--- src/hw/rtl/rvn_pkg.sv ---
// Shared types and constants of the RMS vector normaliser.
`timescale 1ns / 1ps
package rvn_pkg;

  // Fixed widths of the arithmetic.
  localparam int unsigned DATA_W  = 16;
  localparam int unsigned SQ_W    = 31;
  localparam int unsigned SUM_W   = 39;
  localparam int unsigned LEN_W   = 9;
  localparam int unsigned EPS_W   = 16;
  localparam int unsigned RECIP_W = 32;
  localparam int unsigned CFG_IDX_W = 2;

  // Configuration register indexes.
  localparam logic [CFG_IDX_W-1:0] CFG_VECTOR_LENGTH = 2'd0;
  localparam logic [CFG_IDX_W-1:0] CFG_EPSILON       = 2'd1;

  // Register reset values.
  localparam logic [LEN_W-1:0] VLEN_RESET = 9'd256;
  localparam logic [EPS_W-1:0] EPS_RESET  = 16'd1;

  // Controls shared by every lane.
  typedef struct packed {
    logic wr_en;
    logic rd_en;
  } lane_ctrl_t;

  // Handshake with the reciprocal square root unit.
  typedef struct packed {
    logic                 done;
    logic [RECIP_W-1:0]   recip;
  } rsqrt_rsp_t;

endpackage

--- src/hw/rtl/rvn_rsqrt.sv ---
// Mean square and reciprocal square root by shared shift-and-subtract steps.
`timescale 1ns / 1ps
module rvn_rsqrt (
  input  logic                        clk_i,
  input  logic                        rst_ni,
  input  logic                        start_i,
  input  logic [rvn_pkg::SUM_W-1:0]   sum_i,
  input  logic [rvn_pkg::LEN_W-1:0]   len_i,
  input  logic [rvn_pkg::EPS_W-1:0]   eps_i,
  output rvn_pkg::rsqrt_rsp_t         rsp_o
);
  import rvn_pkg::*;

  typedef enum logic [4:0] {
    RS_IDLE  = 5'b00001,
    RS_MEAN  = 5'b00010,
    RS_DIV   = 5'b00100,
    RS_ROOT  = 5'b01000,
    RS_DONE  = 5'b10000
  } rs_state_e;

  rs_state_e   state_q, state_d;
  logic [64:0] num_q, num_d;
  logic [31:0] rem_q, rem_d;
  logic [30:0] den_q, den_d;
  logic [6:0]  cnt_q, cnt_d;
  logic [63:0] rad_q, rad_d;
  logic [31:0] root_q, root_d;
  logic [33:0] srem_q, srem_d;
  logic [32:0] dt;
  logic        dge;
  logic [35:0] st, trial;
  logic [30:0] mean;

  // One division step and one square root step.
  assign dt    = {rem_q, num_q[64]};
  assign dge   = dt >= {2'b00, den_q};
  assign st    = {srem_q, rad_q[63:62]};
  assign trial = {2'b00, root_q, 2'b01};
  assign mean  = num_q[30:0] + 31'(eps_i);

  always_comb begin
    state_d = state_q;
    num_d   = num_q;
    rem_d   = rem_q;
    den_d   = den_q;
    cnt_d   = cnt_q;
    rad_d   = rad_q;
    root_d  = root_q;
    srem_d  = srem_q;
    case (state_q)
      RS_IDLE: begin
        if (start_i) begin
          num_d   = {26'd0, sum_i};
          den_d   = {22'd0, len_i};
          rem_d   = '0;
          cnt_d   = 7'd65;
          state_d = RS_MEAN;
        end
      end
      RS_MEAN, RS_DIV: begin
        if (cnt_q != 7'd0) begin
          rem_d = dge ? 32'(dt - {2'b00, den_q}) : dt[31:0];
          num_d = {num_q[63:0], dge};
          cnt_d = cnt_q - 7'd1;
        end else if (state_q == RS_MEAN) begin
          // Mean square known; saturate when it is zero or one.
          if (mean <= 31'd1) begin
            root_d  = '1;
            state_d = RS_DONE;
          end else begin
            num_d   = {1'b1, 64'd0};
            den_d   = mean;
            rem_d   = '0;
            cnt_d   = 7'd65;
            state_d = RS_DIV;
          end
        end else begin
          rad_d   = num_q[63:0];
          root_d  = '0;
          srem_d  = '0;
          cnt_d   = 7'd32;
          state_d = RS_ROOT;
        end
      end
      RS_ROOT: begin
        if (cnt_q != 7'd0) begin
          if (st >= trial) begin
            srem_d = 34'(st - trial);
            root_d = {root_q[30:0], 1'b1};
          end else begin
            srem_d = st[33:0];
            root_d = {root_q[30:0], 1'b0};
          end
          rad_d = {rad_q[61:0], 2'b00};
          cnt_d = cnt_q - 7'd1;
        end else begin
          state_d = RS_DONE;
        end
      end
      RS_DONE: begin
        state_d = RS_IDLE;
      end
      default: begin
        state_d = RS_IDLE;
      end
    endcase
  end

  always_ff @(posedge clk_i or negedge rst_ni) begin
    if (!rst_ni) begin
      state_q <= RS_IDLE;
      cnt_q   <= '0;
    end else begin
      state_q <= state_d;
      cnt_q   <= cnt_d;
    end
  end

  always_ff @(posedge clk_i) begin
    num_q  <= num_d;
    rem_q  <= rem_d;
    den_q  <= den_d;
    rad_q  <= rad_d;
    root_q <= root_d;
    srem_q <= srem_d;
  end

  assign rsp_o.done  = (state_q == RS_DONE);
  assign rsp_o.recip = root_q;

endmodule

--- config.mk ---
export PLATFORM = sky130hd
export DESIGN_NAME = rvn_rsqrt
export DESIGN_NICKNAME = d
export VERILOG_FILES = /design/src/hw/rtl/rvn_pkg.sv /design/src/hw/rtl/rvn_rsqrt.sv
export SDC_FILE = /design/constraint.sdc
export NUM_CORES = 1
export LEC_CHECK = 0
export BUFFER_PORTS_ARGS = -buffer_cell sky130_fd_sc_hd__buf_2
export CAP_MARGIN = 40
export CORE_ASPECT_RATIO = 0.7
export CORE_MARGIN = 4
export CORE_UTILIZATION = 60
export DETAILED_ROUTE_END_ITERATION = 16
export GPL_ROUTABILITY_DRIVEN = 0
export HOLD_SLACK_MARGIN = 0.12
export PLACE_DENSITY = 0.8
export SYNTH_ARGS = -nofsm -noshare
export SYNTH_HDL_FRONTEND = slang
export SYNTH_SLANG_ARGS = --single-unit
--- constraint.sdc ---
create_clock -name clk_i -period 16.28 [get_ports clk_i]
set_clock_uncertainty 0.15 [all_clocks]
set_input_delay 0 -clock clk_i [delete_from_list [all_inputs] [get_ports clk_i]]
set_output_delay 0 -clock clk_i [all_outputs]
set_load 0.02 [all_outputs]
# After elaboration in Yosys (flattened, before gate mapping)
# Index checks and enable logic that the tools add are counted.
# classes
addsub	4
n_lt_le_gt_ge	3
eq_ne	16
n_mux	43
n_reduce_logical	11
# ops
operator	count
32-bit two-way mux	9
65-bit two-way mux	4
64-bit two-way mux	3
34-bit two-way mux	4
65-bit one-hot mux with 2 select lines	1
32-bit one-hot mux with 2 select lines	2
64-bit one-hot mux with 2 select lines	1
31-bit two-way mux	4
34-bit one-hot mux with 2 select lines	1
31-bit one-hot mux with 2 select lines	1
36-bit by 34-bit greater-or-equal comparator with 1-bit output	1
7-bit two-way mux	5
34-bit subtractor	1
33-bit by 31-bit greater-or-equal comparator with 1-bit output	1
32-bit by 31-bit subtractor with 32-bit output	1
31-bit by 16-bit adder with 31-bit output	1
31-bit by 1-bit <= comparator with 1-bit output, second input constant	1
5-bit two-way mux	5
7-bit one-hot mux with 3 select lines	1
4-bit AND reduction	4
5-bit one-hot mux with 3 select lines	1
2-bit != test, second input constant	7
3-bit != test, second input constant	3
7-bit nonzero test	1
13 further kinds	14
# totals
reg_bits	270
inputBits	67
output_inout_bits	33
word_cells	85

# Longest topological paths before layout
# Gate-level depths: netlist of run 1.
# logic_depth
depth_word	6
depth_mapped	15
depth_no_buf	13

# Least setup slack after synthesis of run 1
# No wires, ideal clock.
# synth_path
kind	reg2reg
startpoint	register cnt_q[2]
endpoint	register rad_q[0] (enable)
arrival_time_ps	8294
t_required_ps	15440
setup_slack_ps	7146
stages_incl_launch_ff	7
n_path_buf	2
synth_period_minus_slack_ps	9134
cell_sequence	dfrtp_1 nor3_1 nand3b_1 or2_2 clkbuf_1 clkbuf_1 o21ai_0
# synth_via
elab_chain_cells	3
# synth_lines
item	line_no	rtl
from (decl)	rvn_rsqrt.sv:26	logic [6:0] cnt_q, cnt_d;
from (signal assigned)	rvn_rsqrt.sv:116	cnt_q <= cnt_d;
7-bit nonzero test (*)	rvn_rsqrt.sv:62, rvn_rsqrt.sv:87	
2-bit != test (no line)	--	
4-bit AND reduction (no line) (*)	--	
to (signal assigned)	rvn_rsqrt.sv:124	rad_q <= rad_d;
to (decl)	rvn_rsqrt.sv:27	logic [63:0] rad_q, rad_d;
# Mark *: on every way between the ends. The rest lies on a longest branch, timed or not.
# A chain may end at the register's enable or synchronous reset.

# Worst setup path in the final report of run 1
# layout_path
startpoint	register num_q[0]
endpoint	register rem_q[31] (enable)
# layout_via
elab_chain_cells	4
# layout_lines
item	line_no	rtl
from (decl)	rvn_rsqrt.sv:23	logic [64:0] num_q, num_d;
from (signal assigned)	rvn_rsqrt.sv:121	num_q <= num_d;
31-bit by 16-bit adder with 31-bit output	rvn_rsqrt.sv:40	assign mean = num_q[30:0] + 31'(eps_i);
31-bit by 1-bit <= comparator with 1-bit output	rvn_rsqrt.sv:68	if (mean <= 31'd1) begin
3-bit != test (no line)	--	
4-bit AND reduction (no line)	--	
to (signal assigned)	rvn_rsqrt.sv:122	rem_q <= rem_d;
to (decl)	rvn_rsqrt.sv:24	logic [31:0] rem_q, rem_d;
# No other way between the ends.

==> results of run 1 <==
[logic make-up after synthesis]
group	Yosys count	synth area share [%]
xor gates and xnor gates	70	3.78
adders and majority gates	84	6.58
buffers and inverters	169	3.97
and+or+nand+nor	643	18.3
muxes	28	1.77
AOI/OAI and AO/OA	398	16.0
DFF	270	49.7
[cell usage in the layout, fill, tap and decap left out, drive strengths merged, types with 9 or more instances in the layout]
cell	n
o21bai	11
edfxtp	258
o21a	15
a22o	38
a31oi	9
nand3	34
dfrtp	11
nand2	298
a211oi	24
dlygate4sd3	89
clkbuf	34
nor3	26
clkinv	9
nand4	19
ha	82
xnor2	43
and2	13
inv	98
a21o	26
a21oi	105
o211ai	9
xor2	27
buf	115
mux2i	26
nor2	131
o21ai	101
or3	13
and3	40
nand2b	14
or2	9
nor2b	16
[through the flow]
step | instance area [µm²] | cells | utilization (%) | setup slack [ns]
finish | 19000 | 2211 | 71.5 | 10.99
global route | 19000 | 2211 | 71.5 | 10.84
CTS | 19000 | 2209 | 71.4 | 11.12
detailed placement | 17200 | 2070 | 64.4 | 11.15
global placement | 17100 | 2066 | 64.1 | 11.24
floorplan | 16200 | 1662 | - | 7.15
[state kept, by name (all words and copies together) (netlist names)]
name,cells
num_q,65
rad_q,64
srem_q,34
rem_q,32
root_q,32
den_q,31
cnt_q,7
state_q,5
[power breakdown]
group | switching [W] | total (W) | internal [W] | leakage (nW)
Combinational | 0.000946 | 0.00156 | 0.000613 | 4.76
Sequential | 0.000147 | 0.00120 | 0.00105 | 2.52
Clock | 0.000282 | 0.000694 | 0.000412 | 0.470
Total | 0.00138 | 0.00345 | 0.00208 | 7.75
[worst max-delay path by stage]
stage / slack, ns / depth (start not counted) / startpoint / end
after floorplan: 7.15 / 6 / cnt_q[2]$_DFFE_PN0P_ / rad_q[0]$_SDFFCE_PP0P_
after global placement: 11.24 / 14 / num_q[0]$_DFFE_PP_ / rem_q[29]$_SDFFCE_PN0P_
after detailed placement: 11.15 / 15 / num_q[0]$_DFFE_PP_ / rem_q[29]$_SDFFCE_PN0P_
after CTS: 11.12 / 15 / num_q[0]$_DFFE_PP_ / rem_q[5]$_SDFFCE_PN0P_
after global routing: 10.84 / 15 / num_q[0]$_DFFE_PP_ / rem_q[5]$_SDFFCE_PN0P_
final: 10.99 / 15 / num_q[0]$_DFFE_PP_ / rem_q[31]$_SDFFCE_PN0P_
[routing by layer]
metal	GRT usage, %	vias up
li1	-	6355
met1	43.1	6486
met2	43.1	834
met3	5.41	112
met4	6.86	0
met5	0	-
[critical path: stages (launching register included)]
cell,delay [ns]
sky130_fd_sc_hd__edfxtp_1,0.37
sky130_fd_sc_hd__ha_1,0.21
sky130_fd_sc_hd__inv_1,0.08
sky130_fd_sc_hd__fa_1,0.44
sky130_fd_sc_hd__nor2b_1,0.30
sky130_fd_sc_hd__o22ai_1,0.16
sky130_fd_sc_hd__xnor2_1,0.20
sky130_fd_sc_hd__nor4b_1,0.33
sky130_fd_sc_hd__o2111ai_1,0.15
sky130_fd_sc_hd__or4_1,0.44
sky130_fd_sc_hd__or4_4,0.45
sky130_fd_sc_hd__nor4_4,0.55
sky130_fd_sc_hd__a21o_1,0.30
sky130_fd_sc_hd__a21oi_4,0.20
sky130_fd_sc_hd__buf_4,0.37
sky130_fd_sc_hd__buf_16,0.25
[cell type report]
type,count,area (µm²)
clock buffer,34,723
sequential,270,8050
inverter,98,368
multi-input combinational,1223,7610
antenna,2,5.00
timing repair buffer,204,1580
tap,364,455
clock inverter,16,253
fill,1824,7600
[repair_timing]
action	4_1_cts	5_1_grt
hold buffers	89	0
hold endpoints to repair	77	0
setup endpoints to repair	0	0
==> qor.yml, run 1 <==
number_of_enable_flip_flop_cells_after_synthesis: 258
start_kind: "flip-flop"
cellPowerDensity_nw_per_um2: 181
reg2regPathDepth: 15
grt_setup_unrepaired: "false"
cts-resized-gates: 0
finalSetupViolations: 0
max-clock-path-buffers: 3
commonest_cells_post_synth: "sky130_fd_sc_hd__nand2_1, sky130_fd_sc_hd__edfxtp_1, sky130_fd_sc_hd__nor2_1"
syn_nets: 1813
htreeDepth: 1
fraction_of_final_layout_cells_with_drive_strength_greater_than_1_pct: 10.4
postRouteWirelength_um: 43500
wire_length_of_the_first_global_routing_pass_um: 69700
yosysSeqAreaShare_pct: 49.7
tritoncts.num_buffers: 28
global_route.overflow_total: 0
detail_route.vias_per_cell: 6.24
post_cts.repair.setup_buffers: 0
timing.critical_path.fanout_max: 56
timing.setup.tns_ns: 0
ir_worst_vdd_uv: 170
period_share_pct: 32.5
worst_pin_slew_ns: 0.983
maxCapViolations: 0
min_to: "num_q[8]$_DFFE_PP_"
placeableCoreArea_um2: 26700
met1_length_um: 18600
finalHoldWorstSlack_ns: 0.144
timing_max_transition_violations_final: 0
post-layout-total-power_w: 0.00345
place.detailed.hpwl_um: 28300
fraction_of_registers_with_async_set_or_reset_after_synthesis_pct: 4.44
buffer_ports.inserted: 99
post_layout_nets: 1976
die_y_um: 146
worst-endpoint-required_ns: 16.40
die_w_um: 204
max_slew_margin_pct: 34.3
pin_count_of_the_biggest_net_entering_global_routing: 89
holdCritPathClass: "in2reg"
reg2reg_from: "num_q[0]$_DFFE_PP_"
syn-instance-count: 1662
tritoncts: "yes"
syn-cell-area_um2: 16200
max_freq_ghz: 0.189
topRoutingLayerUsed: "met4"
wl_per_cell_um: 19.7
critPathCaptureType: "flip-flop"
leakage_power_nw: 7.75
path_class: "reg2reg"
drt_pass1_iterations: 6
met3_wirelength_um: 4400
avgSynthCellArea_um2: 9.75
worstSkewPairLatency_ns: 0.57
met2WireLength_um: 19200
status: "completed"
holdPathStages: 3
synth.area.top_cells: "sky130_fd_sc_hd__edfxtp_1, sky130_fd_sc_hd__nand2_1, sky130_fd_sc_hd__ha_1, sky130_fd_sc_hd__a21oi_1, sky130_fd_sc_hd__o21ai_0"
clock_sinks: 270
min-delay-start: "sum_i[8]"
vias_in_the_first_global_route: 13004
endpoint_of_the_worst_register_to_register_path: "rem_q[31]$_SDFFCE_PN0P_"
count_of_different_cell_masters_after_synthesis: 75
initial_core_util_pct: 60.8
detail_route.drc_violations: 0
critical_path_arrival_ns: 5.41
initial_antenna_violation_count: 2
postSynthRegisterBits: 270
globalRouteTotalUtil_pct: 28.5
finalHoldViolCount: 0
floorplan.die_area_um2: 29800
finalCriticalPeriod_ns: 5.29
detailedRoute.firstIterationViolations: 1564
count_leader_synth: "sky130_fd_sc_hd__nand2_1"
route.antenna.remaining_nets: 0
synth-warning-count: 0
dr_total_vias: 13787
cts-root-buf: "sky130_fd_sc_hd__clkbuf_16"
worst-r2r-setup-slack_ns: 10.99
rows: 50
netlist.top_cell.by_area: "sky130_fd_sc_hd__edfxtp_1"
ys_dominant_reg_cell: "sky130_fd_sc_hd__edfxtp_1"
worst_setup_hold_path_clk_slew_ns: 0.07
top_level_ports: 100
area_growth_syn_to_layout_pct: 17.5
post-synth-top-area-fraction_pct: 47.8
Power figures use the tool's default switching activity.
==> run 2: changes to the inputs <==
==> constraint.sdc (replaced) <==
create_clock -name clk_i -period 5.36 [get_ports clk_i]
set_clock_uncertainty 0.15 [all_clocks]
set_input_delay 0 -clock clk_i [delete_from_list [all_inputs] [get_ports clk_i]]
set_output_delay 0 -clock clk_i [all_outputs]
set_load 0.02 [all_outputs]
==> qor.yml, run 2 (synthesized netlist as in run 1, its figures left out) <==
top_level_ports: 100  # unchanged
rows: 50  # unchanged
finalHoldWorstSlack_ns: 0.125  # was 0.144 ns
pin_count_of_the_biggest_net_entering_global_routing: 70  # was 89
critical_path.cell_chain: "ha_1 > inv_1 > fa_1 > nor2b_1 > o21a_1 > o211ai_1 > nor4b_1 > o2111ai_1 > or4_1 > or4_4 > nor4_4 > a21o_1 > a21oi_4 > buf_4"  # was ha_1 > inv_1 > fa_1 > nor2b_1 > o22ai_1 > xnor2_1 > nor4b_1 > o2111ai_1 > or4_1 > or4_4 > nor4_4 > a21o_1 > a21oi_4 > buf_4 > buf_16
die_w_um: 204  # unchanged
timing.critical_path.slowest_cell_delay_ns: 0.50  # was 0.55 ns
regMostFlops: "num_q"  # unchanged
post_cts.repair.setup_buffers: 0  # unchanged
ir_worst_vdd_uv: 444  # was 170 µV
fillCellCount: 1885  # was 1824
topRoutingLayerUsed: "met4"  # unchanged
initial_antenna_violation_count: 2  # unchanged
design_area_um2: 19000  # about the same
place.detailed.hpwl_um: 28700  # was 28300 µm
finalHoldViolCount: 0  # unchanged
holdCritPathClass: "in2reg"  # unchanged
timing_max_transition_violations_final: 0  # unchanged
timing.critical_path.fanout_max: 27  # was 56
maxCapViolations: 0  # unchanged
wire_length_of_the_first_global_routing_pass_um: 70800  # was 69700 µm
buffer_ports.inserted: 99  # unchanged
placed_cells: 2075  # was 2070
vias_in_the_first_global_route: 13020  # was 13004
path_delay_family: "simple AND/OR/NAND/NOR gates"  # unchanged
cts-root-buf: "sky130_fd_sc_hd__clkbuf_16"  # unchanged
timing.setup.tns_ns: 0  # unchanged
postRouteWirelength_um: 44000  # was 43500 µm
area_growth_syn_to_layout_pct: 17.4  # was 17.5%
largest_register_ff_count: 65  # unchanged
grt_setup_unrepaired: "false"  # unchanged
clock_sinks: 270  # unchanged
period_share_pct: 91.5  # was 32.5%
dpl-instance-area_um2: 17200  # about the same
status: "completed"  # unchanged
start_kind: "flip-flop"  # unchanged
worst_setup_hold_path_clk_slew_ns: 0.07  # about the same
max-clock-path-buffers: 3  # unchanged
globalRouteTotalUtil_pct: 29.2  # was 28.5%
worst_pin_slew_ns: 0.829  # was 0.983 ns
layout.cells.most_common_list: "sky130_fd_sc_hd__nand2_1, sky130_fd_sc_hd__edfxtp_1, sky130_fd_sc_hd__nor2_1"  # unchanged
drt_pass1_iterations: 6  # unchanged
critPathCaptureType: "flip-flop"  # unchanged
final-instance-count-excl-fill: 2218  # was 2211
final_core_utilization_pct: 71.4  # was 71.5%
detail_route.vias_per_cell: 6.22  # was 6.24
critPathSlowestCell: "sky130_fd_sc_hd__nor4_4"  # unchanged
wl_per_cell_um: 19.9  # was 19.7 µm
initial_core_util_pct: 60.8  # unchanged
finalCriticalPeriod_ns: 4.90  # was 5.29 ns
worstSkewPairLatency_ns: 0.58  # was 0.57 ns
path_class: "reg2reg"  # unchanged
worst-endpoint-required_ns: 5.50  # was 16.40 ns
tritoncts.num_buffers: 27  # was 28
die_y_um: 146  # unchanged
detailedRoute.firstIterationViolations: 1530  # was 1564
floorplan.die_area_um2: 29800  # unchanged
reg.largest.list: "num_q (65), rad_q (64), srem_q (34)"  # unchanged
post_layout_nets: 1983  # was 1976
placeableCoreArea_um2: 26700  # unchanged
route.antenna.remaining_nets: 0  # unchanged
met1_length_um: 19200  # was 18600 µm
dr_total_vias: 13796  # was 13787
max_freq_ghz: 0.204  # was 0.189 GHz
finalSetupViolations: 0  # unchanged
met3_wirelength_um: 4710  # was 4400 µm
global_route.overflow_total: 0  # unchanged
cp_num_buf_inv: 2  # was 3
fraction_of_final_layout_cells_with_drive_strength_greater_than_1_pct: 10.8  # was 10.4%
met2WireLength_um: 18700  # was 19200 µm
critical_path_arrival_ns: 5.05  # was 5.41 ns
cellPowerDensity_nw_per_um2: 544  # was 181 nW/µm²
max_slew_margin_pct: 44.6  # was 34.3%
layout_commonest_cell: "sky130_fd_sc_hd__nand2_1"  # unchanged
detail_route.drc_violations: 0  # unchanged
htreeDepth: 1  # unchanged
leakage_power_nw: 7.75  # about the same
tritoncts: "yes"  # unchanged
-- run 2: path summary, 6_finish.rpt --
path	endpoint	slack [ns]	startpoint	cells past startpoint
worst max-delay path	num_q[1]$_DFFE_PP_	0.46	num_q[0]$_DFFE_PP_	14
worst min-delay path	num_q[10]$_DFFE_PP_	0.12	sum_i[10]	3
worst max register to register	num_q[1]$_DFFE_PP_	0.46	num_q[0]$_DFFE_PP_	14
worst min register to register	rad_q[46]$_DFFE_PP_	0.36	rad_q[44]$_DFFE_PP_	2
max in group asynchronous	cnt_q[1]$_DFFE_PN0P_	4.23	rst_ni	3
min in group asynchronous	state_q[1]$_DFFE_PN0P_	0.43	rst_ni	3
-- run 2: final cells by class --
cell class | count | area, µm² | share of cell area [%]
sequential | 270 | 8050 | 42.3
multi-input combinational | 1223 | 7610 | 40.0
timing repair buffer | 212 | 1610 | 8.46
clock buffer | 35 | 736 | 3.87
tap | 364 | 455 | 2.39
inverter | 98 | 368 | 1.93
clock inverter | 14 | 188 | 0.987
antenna | 2 | 5.00 | 0.0263
-- run 2: power breakdown --
group | switching, W | total, W | internal [W]
combinational | 0.00286 | 0.00471 | 0.00186
sequential | 0.000453 | 0.00365 | 0.00319
clock | 0.000832 | 0.00200 | 0.00117
total | 0.00414 | 0.0104 | 0.00622
-- run 2: per-layer routing --
metal / up-vias / global-route usage, %
met3: 114 / 5.99
met2: 860 / 42.1
met4: 0 / 8.30
li1: 6355 / -
met1: 6467 / 45.1
met5: - / 0
-- run 2: timing repair --
action,CTS,global route
resized for setup,0,0
hold buffers,90,0
endpoints found under the hold margin,76,0
-- run 2: stage by stage --
stage	worst slack [ns]	total power, W
6_report	0.456	0.0104
5_1_grt	0.221	0.0110
4_1_cts	0.566	0.0102
3_5_place_dp	0.595	0.00808
3_3_place_gp	0.673	0.00791
2_1_floorplan	0.0751	0.00699
-- run 2: tightest hold or removal path, delay by kind of cell --
family / cells / cell delay, ns
buffers and inverters: 2 / 0.62
AOI/OAI and AO/OA: 1 / 0.12
